--- src/hw/rtl/mi4_pkg.sv ---
`timescale 1ns / 1ps
package mi4_pkg;
    localparam int ELEM_W = 16;
    localparam int RES_W = 32;
    localparam int THR_W = 48;
    localparam int MIN_W = 2 * ELEM_W + 1;
    localparam int DET_W = 2 * MIN_W + 3;
    localparam int ADJ_W = ELEM_W + MIN_W + 2;
    localparam int SHIFT = 28;
    localparam int NUM_W = ADJ_W + SHIFT;
    localparam int QUO_W = NUM_W;
    localparam int CNT_W = $clog2(NUM_W + 1);

    typedef enum logic [3:0] {
        ST_LOAD, ST_DET_A, ST_DET_B, ST_DET_DONE, ST_ADJ_A, ST_ADJ_B,
        ST_DIV_START, ST_DIV_WAIT, ST_EMIT, ST_SING
    } state_t;

    typedef struct packed {
        logic       det_clear;
        logic       det_mul;
        logic       det_acc;
        logic [2:0] det_term;
        logic       det_latch;
        logic       adj_clear;
        logic       adj_mul;
        logic       adj_acc;
        logic [1:0] adj_term;
        logic [3:0] adj_index;
        logic       div_start;
        logic       out_load;
        logic       out_singular;
        logic       out_last;
    } cmd_t;

    typedef struct packed {
        logic singular;
        logic div_busy;
        logic div_done;
    } status_t;

    function automatic logic [19:0] adj_entry(input logic [3:0] k, input logic [1:0] t);
        logic [19:0] r;
        r = '0;
        unique case ({k, t})
            {4'd0, 2'd0}: r = {4'd5, 4'd10, 4'd15, 4'd11, 4'd14};
            {4'd0, 2'd1}: r = {4'd6, 4'd11, 4'd13, 4'd9, 4'd15};
            {4'd0, 2'd2}: r = {4'd7, 4'd9, 4'd14, 4'd10, 4'd13};
            {4'd1, 2'd0}: r = {4'd9, 4'd2, 4'd15, 4'd3, 4'd14};
            {4'd1, 2'd1}: r = {4'd10, 4'd3, 4'd13, 4'd1, 4'd15};
            {4'd1, 2'd2}: r = {4'd11, 4'd1, 4'd14, 4'd2, 4'd13};
            {4'd2, 2'd0}: r = {4'd13, 4'd2, 4'd7, 4'd3, 4'd6};
            {4'd2, 2'd1}: r = {4'd14, 4'd3, 4'd5, 4'd1, 4'd7};
            {4'd2, 2'd2}: r = {4'd15, 4'd1, 4'd6, 4'd2, 4'd5};
            {4'd3, 2'd0}: r = {4'd1, 4'd7, 4'd10, 4'd6, 4'd11};
            {4'd3, 2'd1}: r = {4'd2, 4'd5, 4'd11, 4'd7, 4'd9};
            {4'd3, 2'd2}: r = {4'd3, 4'd6, 4'd9, 4'd5, 4'd10};
            {4'd4, 2'd0}: r = {4'd6, 4'd8, 4'd15, 4'd11, 4'd12};
            {4'd4, 2'd1}: r = {4'd7, 4'd10, 4'd12, 4'd8, 4'd14};
            {4'd4, 2'd2}: r = {4'd4, 4'd11, 4'd14, 4'd10, 4'd15};
            {4'd5, 2'd0}: r = {4'd10, 4'd0, 4'd15, 4'd3, 4'd12};
            {4'd5, 2'd1}: r = {4'd11, 4'd2, 4'd12, 4'd0, 4'd14};
            {4'd5, 2'd2}: r = {4'd8, 4'd3, 4'd14, 4'd2, 4'd15};
            {4'd6, 2'd0}: r = {4'd14, 4'd0, 4'd7, 4'd3, 4'd4};
            {4'd6, 2'd1}: r = {4'd15, 4'd2, 4'd4, 4'd0, 4'd6};
            {4'd6, 2'd2}: r = {4'd12, 4'd3, 4'd6, 4'd2, 4'd7};
            {4'd7, 2'd0}: r = {4'd2, 4'd7, 4'd8, 4'd4, 4'd11};
            {4'd7, 2'd1}: r = {4'd3, 4'd4, 4'd10, 4'd6, 4'd8};
            {4'd7, 2'd2}: r = {4'd0, 4'd6, 4'd11, 4'd7, 4'd10};
            {4'd8, 2'd0}: r = {4'd7, 4'd8, 4'd13, 4'd9, 4'd12};
            {4'd8, 2'd1}: r = {4'd4, 4'd9, 4'd15, 4'd11, 4'd13};
            {4'd8, 2'd2}: r = {4'd5, 4'd11, 4'd12, 4'd8, 4'd15};
            {4'd9, 2'd0}: r = {4'd11, 4'd0, 4'd13, 4'd1, 4'd12};
            {4'd9, 2'd1}: r = {4'd8, 4'd1, 4'd15, 4'd3, 4'd13};
            {4'd9, 2'd2}: r = {4'd9, 4'd3, 4'd12, 4'd0, 4'd15};
            {4'd10, 2'd0}: r = {4'd15, 4'd0, 4'd5, 4'd1, 4'd4};
            {4'd10, 2'd1}: r = {4'd12, 4'd1, 4'd7, 4'd3, 4'd5};
            {4'd10, 2'd2}: r = {4'd13, 4'd3, 4'd4, 4'd0, 4'd7};
            {4'd11, 2'd0}: r = {4'd3, 4'd5, 4'd8, 4'd4, 4'd9};
            {4'd11, 2'd1}: r = {4'd0, 4'd7, 4'd9, 4'd5, 4'd11};
            {4'd11, 2'd2}: r = {4'd1, 4'd4, 4'd11, 4'd7, 4'd8};
            {4'd12, 2'd0}: r = {4'd4, 4'd10, 4'd13, 4'd9, 4'd14};
            {4'd12, 2'd1}: r = {4'd5, 4'd8, 4'd14, 4'd10, 4'd12};
            {4'd12, 2'd2}: r = {4'd6, 4'd9, 4'd12, 4'd8, 4'd13};
            {4'd13, 2'd0}: r = {4'd8, 4'd2, 4'd13, 4'd1, 4'd14};
            {4'd13, 2'd1}: r = {4'd9, 4'd0, 4'd14, 4'd2, 4'd12};
            {4'd13, 2'd2}: r = {4'd10, 4'd1, 4'd12, 4'd0, 4'd13};
            {4'd14, 2'd0}: r = {4'd12, 4'd2, 4'd5, 4'd1, 4'd6};
            {4'd14, 2'd1}: r = {4'd13, 4'd0, 4'd6, 4'd2, 4'd4};
            {4'd14, 2'd2}: r = {4'd14, 4'd1, 4'd4, 4'd0, 4'd5};
            {4'd15, 2'd0}: r = {4'd0, 4'd5, 4'd10, 4'd6, 4'd9};
            {4'd15, 2'd1}: r = {4'd1, 4'd6, 4'd8, 4'd4, 4'd10};
            {4'd15, 2'd2}: r = {4'd2, 4'd4, 4'd9, 4'd5, 4'd8};
            default: r = '0;
        endcase
        return r;
    endfunction

    function automatic logic [32:0] det_entry(input logic [2:0] t);
        logic [32:0] r;
        unique case (t)
            3'd0: r = {1'b0, 4'd0, 4'd5, 4'd1, 4'd4, 4'd10, 4'd15, 4'd11, 4'd14};
            3'd1: r = {1'b1, 4'd0, 4'd6, 4'd2, 4'd4, 4'd9, 4'd15, 4'd11, 4'd13};
            3'd2: r = {1'b0, 4'd0, 4'd7, 4'd3, 4'd4, 4'd9, 4'd14, 4'd10, 4'd13};
            3'd3: r = {1'b0, 4'd1, 4'd6, 4'd2, 4'd5, 4'd8, 4'd15, 4'd11, 4'd12};
            3'd4: r = {1'b1, 4'd1, 4'd7, 4'd3, 4'd5, 4'd8, 4'd14, 4'd10, 4'd12};
            3'd5: r = {1'b0, 4'd2, 4'd7, 4'd3, 4'd6, 4'd8, 4'd13, 4'd9, 4'd12};
            default: r = '0;
        endcase
        return r;
    endfunction
endpackage

--- src/hw/rtl/mi4_control.sv ---
`timescale 1ns / 1ps
module mi4_control (
    input  logic              clk,
    input  logic              rst_n,
    input  logic              in_valid,
    input  logic [3:0]        in_position,
    output logic              in_ready,
    output logic              store_we,
    output logic              out_valid,
    input  logic              out_ready,
    output logic [3:0]        out_position,
    output mi4_pkg::cmd_t     cmd,
    input  mi4_pkg::status_t  status
);
    mi4_pkg::state_t state_reg, state_next;
    logic [3:0] idx_reg, idx_next;
    logic [2:0] term_reg, term_next;
    logic       ov_reg, ov_next;

    always_ff @(posedge clk or negedge rst_n)
    begin
        if (!rst_n)
        begin
            state_reg <= mi4_pkg::ST_LOAD;
            idx_reg <= '0;
            term_reg <= '0;
            ov_reg <= 1'b0;
        end
        else
        begin
            state_reg <= state_next;
            idx_reg <= idx_next;
            term_reg <= term_next;
            ov_reg <= ov_next;
        end
    end

    always_comb
    begin
        state_next = state_reg;
        idx_next = idx_reg;
        term_next = term_reg;
        ov_next = ov_reg;
        cmd = '0;
        cmd.det_term = term_reg;
        cmd.adj_index = idx_reg;
        cmd.adj_term = term_reg[1:0];
        cmd.out_last = (idx_reg == 4'd15);
        in_ready = 1'b0;
        store_we = 1'b0;
        if (ov_reg && out_ready)
        begin
            ov_next = 1'b0;
        end
        unique case (state_reg)
            mi4_pkg::ST_LOAD:
            begin
                in_ready = 1'b1;
                if (in_valid)
                begin
                    store_we = 1'b1;
                    if (in_position == 4'd15)
                    begin
                        state_next = mi4_pkg::ST_DET_A;
                        term_next = '0;
                        cmd.det_clear = 1'b1;
                    end
                end
            end
            mi4_pkg::ST_DET_A:
            begin
                cmd.det_mul = 1'b1;
                state_next = mi4_pkg::ST_DET_B;
            end
            mi4_pkg::ST_DET_B:
            begin
                cmd.det_acc = 1'b1;
                state_next = mi4_pkg::ST_DET_DONE;
            end
            mi4_pkg::ST_DET_DONE:
            begin
                cmd.det_latch = 1'b1;
                if (term_reg == 3'd5)
                begin
                    state_next = mi4_pkg::ST_ADJ_A;
                    term_next = '0;
                    idx_next = '0;
                end
                else
                begin
                    term_next = term_reg + 3'd1;
                    state_next = mi4_pkg::ST_DET_A;
                end
            end
            mi4_pkg::ST_ADJ_A:
            begin
                if (idx_reg == 4'd0 && term_reg == 3'd0 && !cmd.det_latch)
                begin
                    cmd.adj_clear = 1'b1;
                end
                if (status.singular && !(idx_reg == 4'd0 && term_reg == 3'd0))
                begin
                    state_next = mi4_pkg::ST_SING;
                end
                else
                begin
                    cmd.adj_mul = 1'b1;
                    cmd.adj_clear = (term_reg == 3'd0);
                    state_next = mi4_pkg::ST_ADJ_B;
                end
            end
            mi4_pkg::ST_ADJ_B:
            begin
                cmd.adj_acc = 1'b1;
                if (term_reg == 3'd2)
                begin
                    state_next = mi4_pkg::ST_DIV_START;
                end
                else
                begin
                    term_next = term_reg + 3'd1;
                    state_next = mi4_pkg::ST_ADJ_A;
                end
            end
            mi4_pkg::ST_DIV_START:
            begin
                if (status.singular)
                begin
                    state_next = mi4_pkg::ST_SING;
                end
                else
                begin
                    cmd.div_start = 1'b1;
                    state_next = mi4_pkg::ST_DIV_WAIT;
                end
            end
            mi4_pkg::ST_DIV_WAIT:
            begin
                if (status.div_done)
                begin
                    state_next = mi4_pkg::ST_EMIT;
                end
            end
            mi4_pkg::ST_EMIT:
            begin
                if (!ov_reg || out_ready)
                begin
                    cmd.out_load = 1'b1;
                    ov_next = 1'b1;
                    if (idx_reg == 4'd15)
                    begin
                        state_next = mi4_pkg::ST_LOAD;
                    end
                    else
                    begin
                        idx_next = idx_reg + 4'd1;
                        term_next = '0;
                        state_next = mi4_pkg::ST_ADJ_A;
                    end
                end
            end
            mi4_pkg::ST_SING:
            begin
                if (!ov_reg || out_ready)
                begin
                    cmd.out_load = 1'b1;
                    cmd.out_singular = 1'b1;
                    ov_next = 1'b1;
                    if (idx_reg == 4'd15)
                    begin
                        state_next = mi4_pkg::ST_LOAD;
                    end
                    else
                    begin
                        idx_next = idx_reg + 4'd1;
                    end
                end
            end
            default:
            begin
                state_next = mi4_pkg::ST_LOAD;
            end
        endcase
    end

    assign out_valid = ov_reg;
    assign out_position = idx_reg;
endmodule

--- config.mk ---
export PLATFORM = sky130hd
export DESIGN_NAME = mi4_control
export DESIGN_NICKNAME = d
export VERILOG_FILES = /design/src/hw/rtl/mi4_pkg.sv /design/src/hw/rtl/mi4_control.sv
export SDC_FILE = /design/constraint.sdc
export NUM_CORES = 1
export LEC_CHECK = 0
export BUFFER_PORTS_ARGS = -buffer_cell sky130_fd_sc_hd__buf_4
export CAP_MARGIN = 10
export CORE_ASPECT_RATIO = 0.8
export CORE_UTILIZATION = 51
export DETAILED_ROUTE_END_ITERATION = 8
export HOLD_SLACK_MARGIN = 0.15
export PLACE_DENSITY_LB_ADDON = 0.25
export RECOVER_POWER = 100
export SETUP_SLACK_MARGIN = 0.05
export SYNTH_ARGS = -nofsm -noshare
export SYNTH_HDL_FRONTEND = slang
export SYNTH_SLANG_ARGS = --single-unit
--- constraint.sdc ---
create_clock -name clk -period 3.9 [get_ports clk]
set_input_delay 0.39 -clock clk [delete_from_list [all_inputs] [get_ports clk]]
set_output_delay 0.39 -clock clk [all_outputs]
set_load 0.02 [all_outputs]
# Word level (Yosys, flattened, before mapping)
# Index checks and enable logic that the tools add are counted.
[op_classes]
muxes = 45
eq_ne = 24
n_reduce_logical = 15
n_addsub = 2
[op_table]
columns = ["operator", "count"]
rows = [
  ["2-to-1 mux 4 bit", 11],
  ["case mux 4 bit (10 select lines)", 1],
  ["2-to-1 mux 3 bit", 8],
  ["!= test 2 bit (second input constant)", 10],
  ["2-to-1 mux 1 bit", 18],
  ["== test 4 x 3 -> 1 bit (second input constant)", 4],
  ["== test 4 bit (second input constant)", 4],
  ["case mux 3 bit (4 select lines)", 1],
  ["AND reduction 6 bit", 2],
  ["== test 4 x 2 -> 1 bit (second input constant)", 2],
  ["logical NOT 4 bit", 2],
  ["2-to-1 mux 2 bit", 4],
  ["case mux 4 bit (2 select lines)", 1],
  ["adder 4 x 1 -> 4 bit (second input constant)", 1],
  ["== test 4 x 1 -> 1 bit (second input constant)", 1],
  ["AND reduction 4 bit", 1],
  ["nonzero test 4 bit", 1],
  ["adder 3 x 1 -> 3 bit (second input constant)", 1],
  ["== test 3 x 2 -> 1 bit (second input constant)", 1],
  ["== test 3 bit (second input constant)", 1],
  ["logical AND 1 bit", 3],
  ["logical NOT 3 bit", 1],
  ["logical NOT 1 bit", 2],
  ["!= test 2 x 1 -> 1 bit (second input constant)", 1],
  ["other kinds (4)", 4],
]
[word_totals]
inputBits = 11
register_bits = 12
out_inout_bits = 27

# Longest topological paths before layout
[depth]
depth_word = 6
depth_mapped = 7
ltp_nobuf = 7

# Worst setup path before layout
# Ideal clock, no wire load.
[synth_timing]
path_kind = "register to output"
from = "reg term_reg[0]"
to = "out cmd[12] (netlist bit)"
path_buffers = 0
t_arrival_ns = 2.097
setup_slack_ns = 1.413
stages_incl_launch_ff = 7
required_ns = 3.510
path_cell_list = "dfrtp_1 -> inv_1 -> ha_1 -> nor4b_1 -> nand2_1 -> a2111o_1 -> nor3b_1"
[synth_rtl]
columns = ["item", "line", "rtl"]
rows = [
  ["start: declaration", "mi4_control.sv:17", "logic [2:0] term_reg, term_next;"],
  ["start signal: assignment", "mi4_control.sv:33", "term_reg <= term_next;"],
  ["end: declaration", "mi4_control.sv:12", "output mi4_pkg::cmd_t cmd,"],
]

==> impl_metrics.py <==
metrics = {
    "die": {
        "coreArea_um2": 1710,
        "start_util_pct": 57.3,
        "ios": 38,
        "die-area_um2": 2100,
        "die_h_um": 41.2,
        "die_w_um": 51.0,
        "rows": 13,
    },
    "timing": {
        "period_share_pct": 70.3,
        "worst_pin_slew_ns": 0.697,
        "setup_slack_ns": 1.16,
        "finalSetupViolCount": 0,
        "timing.fmax_mhz": 365,
        "rsz0062_at_grt": "false",
        "hold_violations": 0,
        "maxSlewViolCount": 0,
        "hold_ws_ns": 0.441,
        "finClkSkew_ns": 0.0123,
        "finalSetupTns_ns": 0,
        "timing.slew.headroom_pct": 53.5,
        "period_needed_ns": 2.74,
    },
    "cts": {
        "post_cts_buffers": 0,
        "cts_tree": "done",
        "cts_buffer_depth": 2,
        "postCtsHoldBufs": 1,
        "cts.sinks": 12,
        "clock_latency_ns": 0.29,
        "cts_made_buffers": 3,
        "htreeDepth": 1,
        "cts_root_buf": "clkbuf_4",
        "cts_resized": 0,
        "clk_pin_slew_worst_paths_ns": 0.09,
    },
    "power": {
        "clkPwrFrac_pct": 14.6,
        "p_comb_share_pct": 53.6,
        "peakVddDrop_mv": 0.397,
        "p_sw_mw": 0.352,
        "power_density_nw_per_um2": 608,
        "leakage_nw": 0.541,
        "power_frac_seq_pct": 31.7,
        "switching_share_pct": 49.9,
        "power.internal_mw": 0.353,
    },
    "logic_synthesis": {
        "ys_top_cells_by_area": "dfrtp_1, ha_1, nand2_1, buf_4, nor2_1",
        "synth_seq_cells": 12,
        "ys.warnings.count": 0,
        "synth-xor-area-share_pct": 0.895,
        "synth_edf_count": 0,
        "yosysUniqueCellTypes": 42,
        "syn-cell-area_um2": 978,
        "ys_seq_area_share_pct": 30.7,
        "synth_compound_area_share_pct": 15.9,
        "synthMuxAreaShare_pct": 3.20,
        "synth_nets": 139,
        "yosys.area.top_type_share_pct": 30.7,
        "synthAdderAreaFrac_pct": 7.67,
        "synthCells": 122,
        "synth_largest_area_cell": "dfrtp_1",
        "synth_simple_gate_area_share_pct": 31.2,
        "synth_top_family_by_area": "simple AND/OR/NAND/NOR gates",
        "synthFlopType": "dfrtp_1",
        "ys_async_sr_fraction_pct": 100,
        "syn-mean-instance-area_um2": 8.02,
    },
    "setup_path": {
        "rr_startpoint": "term_reg[0]$_DFFE_PN0P_",
        "rrSetupSlack_ns": 1.76,
        "worst-endpoint-arrival_ns": 2.35,
        "critPathSlowestCell": "dfrtp_1",
        "path_max_fanout": 7,
        "crit_chain": "inv_1, ha_1, nor4b_1, nand2_1, a2111o_1, nor3b_1, clkbuf_1",
        "end_kind": "output pin",
        "reg2reg_to": "term_reg[0]$_DFFE_PN0P_",
        "cpLargestDelayFamily": "simple AND/OR/NAND/NOR gates",
        "worst-path-buf-inv": 2,
        "path_class": "register to output pin",
        "startpoint_type": "register",
        "cp.required_ns": 3.51,
        "rr_worst_depth": 7,
        "max_stage_delay_ns": 0.46,
    },
    "min_path": {
        "whs_path_depth": 3,
        "hold_path.class": "primary input to register",
        "min_to": "out_valid$_DFF_PN0_",
        "hold_path_startpoint": "out_ready",
    },
    "global_route": {
        "overflow": 0,
        "grt_max_degree": 18,
        "track_usage_pct": 24.9,
        "grt_pass1_vias": 815,
        "grt_pass1_wl_mm": 3.70,
        "grt_antenna_before_repair": 0,
    },
    "placement": {
        "gp_congestion": 0.979,
        "dp.cells": 169,
        "post-place-ws_ns": 1.54,
        "hpwl_mm": 1.86,
        "portBuffers": 36,
    },
    "drt": {
        "post_drt_wl_per_cell_um": 14.5,
        "wl_mm": 2.52,
        "initialDrtViolationCount": 56,
        "final_antenna_net_count": 0,
        "post_drt_via_cell_ratio": 5.79,
        "num_vias": 1008,
        "remaining_drc_errors": 0,
        "firstDrtPassIters": 5,
    },
    "layout": {
        "stdcell_count": 174,
        "synthToLayoutAreaGrowth_pct": 18.5,
        "diodes": 0,
        "layout.nets": 170,
        "drive_above_1_share_pct": 9.87,
    },
    "status": {
        "outcome": "finished clean",
    },
    "flow_run": {
        "maxCapViolCount": 0,
    },
}
[layout make-up]
class	instances	area [um2]
clock buffers	4	36.3
fillers	184	548
repair buffers	37	183
flip-flops and latches	12	300
inverters	10	37.5
multi-input cells	89	576
well taps	22	27.5
[worst register-to-register path, stage by stage, from the launching register on]
cell and delay [ns]:
dfrtp_1 0.46, inv_1 0.10, ha_1 0.23, inv_1 0.06, o21ai_0 0.10, o311ai_0 0.50
nand2_1 0.22, mux2_1 0.36
[synth_stat cells, types with 2 or more instances]
cell type and n:
nand2_1 13, dfrtp_1 12, nor2_1 12, inv_1 9, buf_4 6, ha_1 6, a21oi_1 5, nand3_1 5
clkbuf_1 4, a31oi_1 3, and3_1 3, nand2b_1 3, nor2b_1 3, nor3_1 3, nor4b_1 3, o21ai_1 3
mux2i_1 2, nor3b_1 2, o211ai_1 2
[metal layers]
layer	GRT usage, %	share of wire (%)	vias to the layer above
met5	0	0	-
met4	6.25	0.75	0
met3	6.67	7.3	8
met2	45.7	48	51
met1	29.7	44	464
li1	-	-	485
[power groups by stage]
stage                     logic, mW  registers [mW]  clock network, mW
final                         0.379           0.224              0.103
after global routing          0.418           0.230              0.108
after CTS                     0.425           0.222              0.102
after detailed placement      0.420           0.225                  0
after global placement        0.413           0.221                  0
after floorplan               0.313           0.207                  0
[worst max-delay path by stage]
stage,start,end,slack (ns),depth (start not counted)
finish,term_reg[0]$_DFFE_PN0P_,cmd[12],1.16,7
floorplan,term_reg[0]$_DFFE_PN0P_,cmd[12],1.41,6
detailed placement,term_reg[0]$_DFFE_PN0P_,cmd[12],1.54,7
global placement,term_reg[0]$_DFFE_PN0P_,cmd[12],1.57,7
CTS,term_reg[0]$_DFFE_PN0P_,cmd[12],1.23,7
global route,term_reg[0]$_DFFE_PN0P_,cmd[12],0.99,7
[kinds of logic (layout without fill, tap and decap cells)]
kind of cell | count (synthesis) | count (layout)
AND/OR/NAND/NOR | 56 | 56
AO/OA/AOI/OAI | 23 | 23
buffers and inverters | 21 | 51
flip-flops | 12 | 12
adder cells (fa/ha/maj) | 6 | 6
multiplexers | 3 | 3
XOR/XNOR | 1 | 1
[through the flow]
stage               utilization [%]  power [mW]  instance area [um2]
floorplan                         -       0.520                  978
global placement               70.9       0.634                 1210
detailed placement             70.9       0.645                 1210
CTS                            73.6       0.750                 1260
global route                   67.9       0.756                 1160
finish                         67.9       0.706                 1160
[cells in the final DEF, fill, tap and decap left out, types with 5 or more instances in the layout]
cell type | synthesis | layout
nand2_1 | 13 | 13
clkbuf_1 | 4 | 26
buf_4 | 6 | 10
dfrtp_1 | 12 | 12
nor2_1 | 12 | 12
nand3_1 | 5 | 5
a21oi_1 | 5 | 5
inv_1 | 9 | 10
ha_1 | 6 | 6
No activity file was read; power rests on OpenSTA's default activity.
